===== config.mk =====
export PLATFORM = sky130hd
export DESIGN_NAME = servo_reply_frame_checker_core
export DESIGN_NICKNAME = d
export VERILOG_FILES = /design/src/rtl/srfc_pkg.sv /design/src/rtl/srfc_front.sv /design/src/rtl/srfc_queue.sv /design/src/rtl/srfc_back.sv /design/src/rtl/servo_reply_frame_checker_core.sv
export SDC_FILE = /design/constraint.sdc
export NUM_CORES = 1
export LEC_CHECK = 0
export ABC_AREA = 1
export ABC_CLOCK_PERIOD_IN_PS = 4800
export BUFFER_PORTS_ARGS = -buffer_cell sky130_fd_sc_hd__buf_2
export CAP_MARGIN = 5
export CORE_MARGIN = 3
export CORE_UTILIZATION = 56
export CTS_CLUSTER_DIAMETER = 50
export CTS_CLUSTER_SIZE = 30
export DETAILED_ROUTE_END_ITERATION = 8
export PLACE_DENSITY = 0.87
export SLEW_MARGIN = 25
export SYNTH_ARGS = -nofsm -noshare
export SYNTH_HDL_FRONTEND = slang
export SYNTH_HIERARCHICAL = 1
export SYNTH_SLANG_ARGS = --single-unit

===== constraint.sdc =====
create_clock -name clk -period 4.8 [get_ports clk]
set_input_delay 0.72 -clock clk [delete_from_list [all_inputs] [get_ports clk]]
set_output_delay 0.72 -clock clk [all_outputs]
set_load 0.02 [all_outputs]

===== src/rtl/srfc_pkg.sv =====
// ----------------------------------------------------------------------------
// srfc_pkg
// shared types, codes and constants of the servo reply frame checker
// ----------------------------------------------------------------------------
package srfc_pkg;

    localparam int MAX_PARAMS  = 4;
    localparam int PARAM_SLOTS = 4;
    localparam int PIDX_W      = $clog2(PARAM_SLOTS);
    localparam int QUEUE_DEPTH = 2;
    localparam int QPTR_W      = (QUEUE_DEPTH > 1) ? $clog2(QUEUE_DEPTH) : 1;
    localparam int QCNT_W      = $clog2(QUEUE_DEPTH + 1);
    localparam int CFG_IDX_W   = 3;
    localparam int CFG_DATA_W  = 8;

    localparam logic [7:0] HDR_BYTE       = 8'h55;
    localparam logic [7:0] ANY_ID         = 8'hfe;
    localparam logic [7:0] LEN_MIN        = 8'd3;
    localparam logic [7:0] LEN_MAX        = 8'd7;
    localparam logic [3:0] FRAME_OVERHEAD = 4'd6;
    localparam logic [3:0] FRAME_LEN_INIT = 4'd7;

    // input selector codes
    localparam logic [1:0] FUNC_START = 2'd0;
    localparam logic [1:0] FUNC_BYTE  = 2'd1;
    localparam logic [1:0] FUNC_TICK  = 2'd2;

    // status codes
    localparam logic [2:0] ST_OK       = 3'd0;
    localparam logic [2:0] ST_HEADER   = 3'd1;
    localparam logic [2:0] ST_ID       = 3'd2;
    localparam logic [2:0] ST_LENGTH   = 3'd3;
    localparam logic [2:0] ST_TOO_LONG = 3'd4;
    localparam logic [2:0] ST_COMMAND  = 3'd5;
    localparam logic [2:0] ST_CHECKSUM = 3'd6;
    localparam logic [2:0] ST_TIMEOUT  = 3'd7;

    // register indexes
    localparam logic [CFG_IDX_W-1:0] CFG_EXPECTED_ID    = 3'd0;
    localparam logic [CFG_IDX_W-1:0] CFG_EXPECTED_CMD   = 3'd1;
    localparam logic [CFG_IDX_W-1:0] CFG_EXPECTED_COUNT = 3'd2;
    localparam logic [CFG_IDX_W-1:0] CFG_PER_BYTE_MS    = 3'd3;
    localparam logic [CFG_IDX_W-1:0] CFG_EXTRA_MS       = 3'd4;

    typedef struct packed {
        logic [1:0] func;
        logic [7:0] rx_byte;
    } in_item_t;

    typedef struct packed {
        logic [2:0] status;
        logic [7:0] param_0;
        logic [7:0] param_1;
        logic [7:0] param_2;
        logic [7:0] param_3;
        logic [2:0] param_count;
    } out_item_t;

    typedef enum logic [1:0] {
        OP_START,
        OP_BYTE,
        OP_TICK
    } op_t;

    typedef struct packed {
        op_t        op;
        logic [7:0] rx_byte;
    } q_entry_t;

    typedef struct packed {
        logic [7:0] expected_id;
        logic [7:0] expected_cmd;
        logic [2:0] expected_param_count;
        logic [7:0] per_byte_ms;
        logic [7:0] extra_ms;
    } cfg_t;

endpackage


===== src/rtl/srfc_front.sv =====
// ----------------------------------------------------------------------------
// srfc_front
// accepts input words, decodes the selector and pushes operations to the queue
// ----------------------------------------------------------------------------
module srfc_front
(
    input  srfc_pkg::in_item_t in_data,
    input  logic               in_valid,
    output logic               in_stall,
    input  logic               q_full,
    output logic               push,
    output srfc_pkg::q_entry_t push_entry
);
    import srfc_pkg::*;

    logic is_op;

    always_comb
    begin
        is_op            = 1'b1;
        push_entry.op    = OP_START;
        push_entry.rx_byte = in_data.rx_byte;
        unique case (in_data.func)
            FUNC_START: push_entry.op = OP_START;
            FUNC_BYTE:  push_entry.op = OP_BYTE;
            FUNC_TICK:  push_entry.op = OP_TICK;
            default:    is_op = 1'b0;   // unused selector is dropped here
        endcase
    end

    assign in_stall = q_full;
    assign push     = in_valid && !q_full && is_op;

endmodule


===== src/rtl/srfc_queue.sv =====
// ----------------------------------------------------------------------------
// srfc_queue
// short flip-flop queue between the front and back parts
// ----------------------------------------------------------------------------
module srfc_queue
(
    input  logic                       clk,
    input  logic                       rst_n,
    input  logic                       push,
    input  srfc_pkg::q_entry_t         push_entry,
    input  logic                       pop,
    output logic                       head_valid,
    output srfc_pkg::q_entry_t         head_entry,
    output logic                       full,
    output logic [srfc_pkg::QCNT_W-1:0] level
);
    import srfc_pkg::*;

    q_entry_t            entry_reg [QUEUE_DEPTH];
    logic [QPTR_W-1:0]   wr_ptr_reg, wr_ptr_next;
    logic [QPTR_W-1:0]   rd_ptr_reg, rd_ptr_next;
    logic [QCNT_W-1:0]   count_reg, count_next;
    logic                do_pop;

    assign head_valid = (count_reg != '0);
    assign head_entry = entry_reg[rd_ptr_reg];
    assign full       = (count_reg == QCNT_W'(QUEUE_DEPTH));
    assign level      = count_reg;
    assign do_pop     = pop && head_valid;

    always_comb
    begin
        wr_ptr_next = wr_ptr_reg;
        rd_ptr_next = rd_ptr_reg;
        count_next  = count_reg;
        if (push)
        begin
            wr_ptr_next = (wr_ptr_reg == QPTR_W'(QUEUE_DEPTH - 1)) ? '0 : wr_ptr_reg + 1'b1;
        end
        if (do_pop)
        begin
            rd_ptr_next = (rd_ptr_reg == QPTR_W'(QUEUE_DEPTH - 1)) ? '0 : rd_ptr_reg + 1'b1;
        end
        if (push && !do_pop)
        begin
            count_next = count_reg + 1'b1;
        end
        else if (!push && do_pop)
        begin
            count_next = count_reg - 1'b1;
        end
    end

    always_ff @(posedge clk or negedge rst_n)
    begin
        if (!rst_n)
        begin
            wr_ptr_reg <= '0;
            rd_ptr_reg <= '0;
            count_reg  <= '0;
        end
        else
        begin
            wr_ptr_reg <= wr_ptr_next;
            rd_ptr_reg <= rd_ptr_next;
            count_reg  <= count_next;
        end
    end

    always_ff @(posedge clk)
    begin
        if (push)
        begin
            entry_reg[wr_ptr_reg] <= push_entry;
        end
    end

endmodule


===== src/rtl/srfc_back.sv =====
// ----------------------------------------------------------------------------
// srfc_back
// frame state, per-byte checks, timeout count and the output register
// ----------------------------------------------------------------------------
module srfc_back
(
    input  logic                clk,
    input  logic                rst_n,
    input  srfc_pkg::cfg_t      cfg,
    input  logic                head_valid,
    input  srfc_pkg::q_entry_t  head_entry,
    output logic                pop,
    output logic                out_valid,
    input  logic                out_stall,
    output srfc_pkg::out_item_t out_data
);
    import srfc_pkg::*;

    logic            active_reg, active_next;
    logic [3:0]      pos_reg, pos_next;
    logic [3:0]      flen_reg, flen_next;
    logic [7:0]      sum_reg, sum_next;
    logic [11:0]     time_reg, time_next;
    logic [7:0]      store_reg [PARAM_SLOTS];
    logic            out_valid_reg, out_valid_next;
    out_item_t       out_data_reg, out_data_next;

    logic [2:0]      eff_count;
    logic [3:0]      len_limit;
    logic [11:0]     timeout;
    logic [11:0]     time_dec;
    logic [3:0]      len_calc;
    logic [3:0]      slot;
    logic [2:0]      n_params;
    logic            finish;
    logic [2:0]      fin_status;
    logic            advance;
    logic            store_we;
    logic [7:0]      b;

    assign pop = head_valid && (!out_valid_reg || !out_stall);
    assign b   = head_entry.rx_byte;

    always_comb
    begin
        eff_count = (cfg.expected_param_count > 3'(MAX_PARAMS)) ?
                    3'(MAX_PARAMS) : cfg.expected_param_count;
        len_limit = {1'b0, eff_count} + FRAME_OVERHEAD;
        timeout   = 12'(cfg.per_byte_ms) * 12'(len_limit) + 12'(cfg.extra_ms);
        time_dec  = (time_reg != '0) ? time_reg - 1'b1 : '0;
        len_calc  = b[3:0] + 4'd3;
        slot      = pos_reg - 4'd5;
        n_params  = flen_reg[2:0] - FRAME_OVERHEAD[2:0];
        if (n_params > 3'(PARAM_SLOTS))
        begin
            n_params = 3'(PARAM_SLOTS);
        end
    end

    always_comb
    begin
        active_next    = active_reg;
        pos_next       = pos_reg;
        flen_next      = flen_reg;
        sum_next       = sum_reg;
        time_next      = time_reg;
        finish         = 1'b0;
        fin_status     = ST_OK;
        advance        = 1'b0;
        store_we       = 1'b0;

        if (pop)
        begin
            if (head_entry.op == OP_START)
            begin
                time_next   = timeout;
                pos_next    = '0;
                flen_next   = FRAME_LEN_INIT;
                sum_next    = '0;
                active_next = 1'b1;
                if (timeout == '0)
                begin
                    finish     = 1'b1;
                    fin_status = ST_TIMEOUT;
                end
            end
            else if (active_reg)
            begin
                if (head_entry.op == OP_TICK)
                begin
                    time_next = time_dec;
                    if (time_dec == '0)
                    begin
                        finish     = 1'b1;
                        fin_status = ST_TIMEOUT;
                    end
                end
                else
                begin
                    advance = 1'b1;
                    priority if (pos_reg <= 4'd1)
                    begin
                        if (b != HDR_BYTE)
                        begin
                            finish     = 1'b1;
                            fin_status = ST_HEADER;
                        end
                    end
                    else if (pos_reg == 4'd2)
                    begin
                        if (b != cfg.expected_id && cfg.expected_id != ANY_ID)
                        begin
                            finish     = 1'b1;
                            fin_status = ST_ID;
                        end
                    end
                    else if (pos_reg == 4'd3)
                    begin
                        if (b < LEN_MIN || b > LEN_MAX)
                        begin
                            finish     = 1'b1;
                            fin_status = ST_LENGTH;
                        end
                        else
                        begin
                            flen_next = len_calc;
                            if (len_calc > len_limit)
                            begin
                                finish     = 1'b1;
                                fin_status = ST_TOO_LONG;
                            end
                        end
                    end
                    else if (pos_reg == 4'd4)
                    begin
                        if (b != cfg.expected_cmd)
                        begin
                            finish     = 1'b1;
                            fin_status = ST_COMMAND;
                        end
                    end
                    else
                    begin
                        if (4'(pos_reg + 4'd1) == flen_reg)
                        begin
                            // checksum byte closes the frame
                            finish     = 1'b1;
                            fin_status = (b == ~sum_reg) ? ST_OK : ST_CHECKSUM;
                        end
                        else if (slot >= {1'b0, eff_count} || slot >= 4'(PARAM_SLOTS))
                        begin
                            finish     = 1'b1;
                            fin_status = ST_TOO_LONG;
                        end
                        else
                        begin
                            store_we = 1'b1;
                        end
                    end
                end
            end
        end

        if (finish)
        begin
            active_next = 1'b0;
        end
        else if (advance)
        begin
            if (pos_reg > 4'd1)
            begin
                sum_next = sum_reg + b;
            end
            pos_next = pos_reg + 4'd1;
        end
    end

    always_comb
    begin
        out_valid_next = out_valid_reg && out_stall;
        out_data_next  = out_data_reg;
        if (finish)
        begin
            out_valid_next            = 1'b1;
            out_data_next             = '0;
            out_data_next.status      = fin_status;
            if (fin_status == ST_OK)
            begin
                out_data_next.param_count = n_params;
                out_data_next.param_0 = (n_params > 3'd0) ? store_reg[0] : '0;
                out_data_next.param_1 = (n_params > 3'd1) ? store_reg[1] : '0;
                out_data_next.param_2 = (n_params > 3'd2) ? store_reg[2] : '0;
                out_data_next.param_3 = (n_params > 3'd3) ? store_reg[3] : '0;
            end
        end
    end

    always_ff @(posedge clk or negedge rst_n)
    begin
        if (!rst_n)
        begin
            active_reg    <= 1'b0;
            pos_reg       <= '0;
            flen_reg      <= FRAME_LEN_INIT;
            sum_reg       <= '0;
            time_reg      <= '0;
            out_valid_reg <= 1'b0;
        end
        else
        begin
            active_reg    <= active_next;
            pos_reg       <= pos_next;
            flen_reg      <= flen_next;
            sum_reg       <= sum_next;
            time_reg      <= time_next;
            out_valid_reg <= out_valid_next;
        end
    end

    always_ff @(posedge clk)
    begin
        out_data_reg <= out_data_next;
        if (store_we)
        begin
            store_reg[slot[PIDX_W-1:0]] <= b;
        end
    end

    assign out_valid = out_valid_reg;
    assign out_data  = out_data_reg;

endmodule


===== src/rtl/servo_reply_frame_checker_core.sv =====
// ----------------------------------------------------------------------------
// servo_reply_frame_checker_core: an accepted word passes through the queue stage
// and the registered output before its status word appears
// throughput is one word per cycle while the output is not held by out_stall
// reset clears the frame state, queue and output valid; registers take defaults
// ----------------------------------------------------------------------------
module servo_reply_frame_checker_core
(
    input  logic                                clk,
    input  logic                                rst_n,
    input  logic                                in_valid,
    output logic                                in_stall,
    input  srfc_pkg::in_item_t                  in_data,
    output logic                                out_valid,
    input  logic                                out_stall,
    output srfc_pkg::out_item_t                 out_data,
    input  logic                                cfg_we,
    input  logic [srfc_pkg::CFG_IDX_W-1:0]      cfg_index,
    input  logic [srfc_pkg::CFG_DATA_W-1:0]     cfg_wdata
);
    import srfc_pkg::*;

    cfg_t               cfg_reg, cfg_next;
    logic               q_full;
    logic               push;
    q_entry_t           push_entry;
    logic               pop;
    logic               head_valid;
    q_entry_t           head_entry;
    logic [QCNT_W-1:0]  q_level;

    always_comb
    begin
        cfg_next = cfg_reg;
        if (cfg_we)
        begin
            unique case (cfg_index)
                CFG_EXPECTED_ID:    cfg_next.expected_id          = cfg_wdata;
                CFG_EXPECTED_CMD:   cfg_next.expected_cmd         = cfg_wdata;
                CFG_EXPECTED_COUNT: cfg_next.expected_param_count = cfg_wdata[2:0];
                CFG_PER_BYTE_MS:    cfg_next.per_byte_ms          = cfg_wdata;
                CFG_EXTRA_MS:       cfg_next.extra_ms             = cfg_wdata;
                default:            cfg_next = cfg_reg;
            endcase
        end
    end

    always_ff @(posedge clk or negedge rst_n)
    begin
        if (!rst_n)
        begin
            cfg_reg.expected_id          <= ANY_ID;
            cfg_reg.expected_cmd         <= 8'd0;
            cfg_reg.expected_param_count <= 3'd0;
            cfg_reg.per_byte_ms          <= 8'd15;
            cfg_reg.extra_ms             <= 8'd20;
        end
        else
        begin
            cfg_reg <= cfg_next;
        end
    end

    srfc_front u_front
    (
        .in_data    (in_data),
        .in_valid   (in_valid),
        .in_stall   (in_stall),
        .q_full     (q_full),
        .push       (push),
        .push_entry (push_entry)
    );

    srfc_queue u_queue
    (
        .clk        (clk),
        .rst_n      (rst_n),
        .push       (push),
        .push_entry (push_entry),
        .pop        (pop),
        .head_valid (head_valid),
        .head_entry (head_entry),
        .full       (q_full),
        .level      (q_level)
    );

    srfc_back u_back
    (
        .clk        (clk),
        .rst_n      (rst_n),
        .cfg        (cfg_reg),
        .head_valid (head_valid),
        .head_entry (head_entry),
        .pop        (pop),
        .out_valid  (out_valid),
        .out_stall  (out_stall),
        .out_data   (out_data)
    );

`ifndef SYNTHESIS
    a_err_no_params: assert property (@(posedge clk) disable iff (!rst_n)
        out_valid && out_data.status != ST_OK |-> out_data.param_count == 3'd0)
        else $error("error status carries parameters");

    a_count_bound: assert property (@(posedge clk) disable iff (!rst_n)
        out_valid |-> out_data.param_count <= 3'(PARAM_SLOTS))
        else $error("parameter count out of range");

    a_queue_level: assert property (@(posedge clk) disable iff (!rst_n)
        q_level <= QCNT_W'(QUEUE_DEPTH) && (in_stall == (q_level == QCNT_W'(QUEUE_DEPTH))))
        else $error("queue level inconsistent with stall");

    a_queue_drain: assert property (@(posedge clk) disable iff (!rst_n)
        q_level != '0 && !out_valid |=> q_level <= $past(q_level))
        else $error("queue did not drain with free output");
`endif

endmodule

# ---- After elaboration in Yosys (flattened, before gate mapping)
# Memory sizes are Yosys's and may differ from the RTL's. A register that Yosys moved wholly into a read port is not among the register bits.
# Index checks and enable logic that the tools add are counted.
dict set report op_classes {
  n_eq_ne 21
  n_mux 85
  addsub 12
  n_mul 1
  n_shift 0
  order_cmp 13
  reduce_logical 47
  bitwise 1
  n_div 0
}
# cell n
set ops {}
lappend ops {{two-way mux 3 bit} 18}
lappend ops {{two-way mux 12 bit} 4}
lappend ops {{two-way mux 4 bit} 11}
lappend ops {{two-way mux 1 bit} 43}
lappend ops {{two-way mux 8 bit} 5}
lappend ops {{logical NOT 12 bit} 2}
lappend ops {{AND reduction 2 bit} 10}
lappend ops {{!= test 8 bit} 2}
lappend ops {{nonzero test 2 bit} 7}
lappend ops {{adder 12 x 8 -> 12 bit} 1}
lappend ops {{multiplier 8 x 4 -> 12 bit} 1}
lappend ops {{nonzero test 12 bit} 1}
lappend ops {{subtractor 12 x 1 -> 12 bit, second input constant} 1}
lappend ops {{logical NOT 1 bit} 9}
lappend ops {{adder 8 bit} 1}
lappend ops {{== test 4 x 2 -> 1 bit, second input constant} 2}
lappend ops {{== test 8 bit} 1}
lappend ops {{greater-than comparator 8 x 3 -> 1 bit, second input constant} 1}
lappend ops {{logical AND 1 bit} 8}
lappend ops {{< comparator 8 x 2 -> 1 bit, second input constant} 1}
lappend ops {{!= test 2 x 1 -> 1 bit, second input constant} 4}
lappend ops {{!= test 8 x 7 -> 1 bit, second input constant} 1}
lappend ops {{!= test 8 bit, second input constant} 1}
lappend ops {{NOT 8 bit} 1}
lappend ops {{31 further kinds} 44}
dict set report totals {
  input_bits 26
  mem_bits_ro 0
  n_memories 2
  word_cells 198
  out_inout_bits 40
  latch_bits 0
  ram_bits 52
  reg_bits 75
}
# name words width read_ports rd_clocked_by_memory_dff write_ports line_no
set mem_list {}
lappend mem_list {u_back.store_reg 4 8 4 4 1 srfc_back.sv:24} ;# logic [7:0] store_reg [PARAM_SLOTS];
lappend mem_list {u_queue.entry_reg 2 10 1 0 1 srfc_queue.sv:19} ;# q_entry_t entry_reg [QUEUE_DEPTH];

# ---- Depth between registers and ports, before layout
dict set report depth {
  ltp_word 17
  depth_mapped 28
  depth_no_buf 28
}

# ---- By module
# The synthesis kept the hierarchy.
# mod area_each_um2 instances cells_each
set by_module_without_submodules {}
lappend by_module_without_submodules {srfc_back 7133.1 1 907}
lappend by_module_without_submodules {servo_reply_frame_checker_core 1448.9 1 162}
lappend by_module_without_submodules {srfc_queue 959.7 1 80}
lappend by_module_without_submodules {srfc_front 103.8 1 18}

# ---- Least setup slack after synthesis
# OpenSTA, ideal clock, no wires.
dict set report synth_timing {
  path_kind {reg2reg}
  startpoint {register cfg_reg[18] in the netlist's numbering}
  endpoint {register u_back.out_data_reg, in the netlist u_back/out_data[0], enable pin}
  period_less_slack_ns 4.874
  arrival_time_ns 4.497
  stages_incl_launch_ff 20
  n_path_buf 0
  setup_time_ns 0.377
  setup_slack_ns -0.074
  required_time_ns 4.423
  path_cell_list {dfrtp_1 nor2_1 clkinv_1 nor2_1 fa_1 fa_1 fa_1 ha_1 nand2_1 nor2_1 nand3_1 nand4_1 nand2_1 nor2_1 nand3_1 nand2_1 nand2_1 inv_1 nand2_2 inv_2}
}
dict set report synth_via {
  elab_chain_cells 14
  elab_cells_between_ends 22
}
# item line_no
set synth_rtl {}
lappend synth_rtl {{from (decl)} servo_reply_frame_checker_core.sv:23} ;# cfg_t cfg_reg, cfg_next;
lappend synth_rtl {{from (signal assigned)} servo_reply_frame_checker_core.sv:60} ;# cfg_reg <= cfg_next;
lappend synth_rtl {{greater-than comparator 3 bit} srfc_back.sv:46} ;# eff_count = (cfg.expected_param_count > 3'(MAX_PARAMS)) ?
lappend synth_rtl {{two-way mux 3 bit *} srfc_back.sv:46}
lappend synth_rtl {{branches (longest 10 deep; another with multiplier 8 x 4 -> 12 bit)} --}
lappend synth_rtl {{two-way mux 1 bit *} srfc_back.sv:74} ;# if (head_entry.op == OP_START)
lappend synth_rtl {{two-way mux 1 bit *} srfc_back.sv:72} ;# if (pop)
lappend synth_rtl {{via u_back.finish} srfc_back.sv:35} ;# logic finish;
lappend synth_rtl {{to (signal assigned)} srfc_back.sv:222} ;# out_data_reg <= out_data_next;
lappend synth_rtl {{to (decl)} srfc_back.sv:26} ;# out_item_t out_data_reg, out_data_next;
# Mark *: on every way through the listed nets, which the timed path passes.
# A chain may end at the register's enable or synchronous reset.

# ---- Worst setup path in the final report
dict set report layout_timing {
  startpoint {register cfg_reg[18] in the netlist's numbering}
  endpoint {register, netlist name u_back/out_data[13]}
}
dict set report layout_via {
  elab_chain_cells 17
  elab_cells_between_ends 38
}
# item line_no
set layout_rtl {}
lappend layout_rtl {{greater-than comparator 3 bit} srfc_back.sv:46}
lappend layout_rtl {{two-way mux 3 bit *} srfc_back.sv:46}
lappend layout_rtl {{branches (longest 15 deep; another with multiplier 8 x 4 -> 12 bit)} --}
# Mark *: on every way between the ends.

==> reports/qor.txt <==
outcome = completed
final core occ = 65.9%
Post-Synth XOR/XNOR Area = 1.82%
post-synthesis cell count = 1,167
largest net degree at the start of global routing = 43
I/O Buffers = 65
post-synthesis sequential area ratio = 46.1%
Main synth FF type = edfxtp_1
Power Density = 719 nW/um^2
Die X = 137 um
clock sinks = 159
post-synthesis simple-gate area fraction = 27.2%
Post-DP HPWL = 15,400 um
Worst Max-Slew Pin Slew = 885 ps
largest family of logic cells by synthesized area = simple AND/OR/NAND/NOR gates
Avg Cell Area, Syn = 8.27 sq um
max reg flops = 38
post-synthesis mux area share = 0%
leading area contributor after synthesis = edfxtp_1
wire length per cell = 15.2 um
synthesized flop and latch total = 159
RSZ-0062 raised after global routing = true
Vias per Instance = 5.37
CTS tree = done
Routed WL = 22,400 um
nets@finish = 1,336
total number of vias = 7,916
CTS Buf Count = 17
count of cell types in the netlist = 37
n_diodes = 0
synthesis-to-layout area growth = 14.1%
post-synthesis adder-cell area fraction = 10.5%
ys async rst share = 43.4%
drt first pass iters = 5
worst min-delay path category = in -> async
Mapped Nets = 1,262
Initial Util = 57.8%
Post-CTS Hold Buffers = 0
Pwr Total = 7.91 mW
initial antenna violation count = 0
remaining antenna violation count after routing = 0
most frequent cells in the layout = 351 x nand2_1, 176 x inv_1, 126 x nor2_1, 90 x edfxtp_1, 85 x nand3_1
fillcell total = 1,281
clock latency on the worst-skew pair = 440 ps
Rows = 47
DRT iter0 DRCs = 640
final setup fails = 0
critical-path maximum fanout = 9
critical path class = reg -> reg
Post-synth EDFFs = 90
Slew HR = 40.8%
crit share post-route = 95.7%
worst path arrival time = 4770 ps
fmax = 218 MHz
Worst VDD drop = 454 uV
cell at the root of the clock tree = clkbuf_16
share of post-route cells with drive strength above 1 = 14.7%
Routability Congestion = 0.969
Worst Path Required = 4980 ps
startpoint types = flop
Tmin final = 4590 ps
commonest non-fill, non-tap cell in the layout = nand2_1
core box area = 16,700 sq um
DRC = 0
I/O pins = 66
worst clock skew = 10.0 ps
Synth top area share = 28.0%
area of the multi-input gates = 4460 sq um
Max clock buf depth = 2
warnings from Yosys = 6
vias in the first global route = 7,352
total global routing overflow = 0
critical path endpoint category = flop
Total GRT Usage = 23.6%
die area = 18,800 sq um
register area = 4450 sq um
Clk pin slew, worst setup/hold paths = 70 ps
die height = 137 um
ranking of synthesized cells by area = edfxtp_1 28%, nand2_1 14%, dfrtp_1 14%
max-slew violation count = 0
Synth Area in Compound Gates = 5.42%
maxcap violations = 0
Final Hold Fails = 0
Static Leak = 5.40 nW
first-pass GRT wire length = 35,000 um
H-tree levels = 4
Cell Area, Synth = 9650 sq um
==> critical path: stages (launching register included) <==
cell and delay [ps]:
dfrtp_1 420, nor2_2 160, buf_6 150, nor2_1 60, fa_1 500, fa_1 570, fa_1 430, ha_1 380
nand2_1 120, nor2_1 160, nand3_1 120, nand4_1 110, nand2_1 100, nor2_1 150, nand3_1 120, nand2_2 160
nand3_2 270, nand4_4 250, nor2_1 100
==> power by group <==
part / switching (mW) / leakage (nW) / total (mW) / internal (mW)
Clock: 0.646 / 0.296 / 1.35 / 0.709
Combinational: 2.80 / 3.43 / 4.27 / 1.47
Sequential: 0.255 / 1.68 / 2.28 / 2.03
==> synthesized netlist by cell type, types with 3 or more instances <==
| master | number |
|---|---|
| edfxtp_1 | 90 |
| inv_1 | 176 |
| buf_2 | 5 |
| nand4_1 | 12 |
| nand2_2 | 6 |
| nor3_1 | 8 |
| a21oi_1 | 23 |
| nor2_1 | 127 |
| nand4_2 | 4 |
| buf_6 | 3 |
| inv_2 | 3 |
| buf_4 | 11 |
| ha_1 | 49 |
| clkbuf_1 | 9 |
| nand3_2 | 4 |
| nor2_4 | 5 |
| nand2_4 | 3 |
| xor2_1 | 5 |
| o22ai_1 | 5 |
| dfstp_2 | 16 |
| o21ai_2 | 10 |
| clkinv_1 | 3 |
| o21ai_0 | 40 |
| dfrtp_1 | 53 |
| a31oi_1 | 3 |
| fa_1 | 20 |
| o211ai_1 | 7 |
| xnor2_1 | 15 |
| nand2_1 | 355 |
| nand3_1 | 86 |
==> cell type report <==
cell class / instances / area share, %
clock buffer: 17 / 3.87
clock inverter: 15 / 1.65
inverter: 182 / 6.25
multi-input combinational: 798 / 40.5
sequential: 159 / 40.4
tap: 220 / 2.50
timing repair buffer: 83 / 4.79
==> logic make-up after synthesis <==
kind of cell,Yosys count
compound gates,91
xor+xnor,20
fa+ha+maj,69
buf+inv,210
flops,159
simple gates,618
==> routing by layer <==
metal	global-route usage, %	wire length [um]	part of all wire [%]
met1	31.3	9510	42
met2	39.4	11100	49
met3	4.53	1440	6.4
met4	7.71	417	1.9
met5	0	0	0
==> through the flow <==
step	instances	TNS (ps)	instance area, sq um	hold WS [ps]	setup slack [ps]
2_1_floorplan	1167	0	9650	424	109
3_3_place_gp	1436	0	10200	454	268
3_5_place_dp	1436	0	10200	457	132
4_1_cts	1468	0	10800	372	109
5_1_grt	1474	-1610	11000	393	-65.8
6_report	1474	0	11000	351	208
==> path summary, 6_finish.rpt <==
check                             from                 endpoint  slack (ps)  cells after the start
setup / recovery           cfg_reg[18]      u_back/out_data[13]         210                     18
hold / removal                   rst_n        u_back/sum_reg[0]         350                      1
setup reg to reg           cfg_reg[18]      u_back/out_data[13]         210                     18
hold reg to reg             cfg_reg[2]               cfg_reg[2]         490                      2
max in group asynchronous        rst_n              cfg_reg[31]        3410                      2
min in group clk            in_data[2]  u_queue/entry_reg[0][2]         470                      1
==> timing repair <==
item | 4_1_cts | 5_1_grt
gates resized for setup | 0 | 26
endpoints found under the setup margin | 0 | 88
setup buffers | 0 | 3
hold endpoints to repair | 0 | 0
Power figures use the tool's default switching activity.
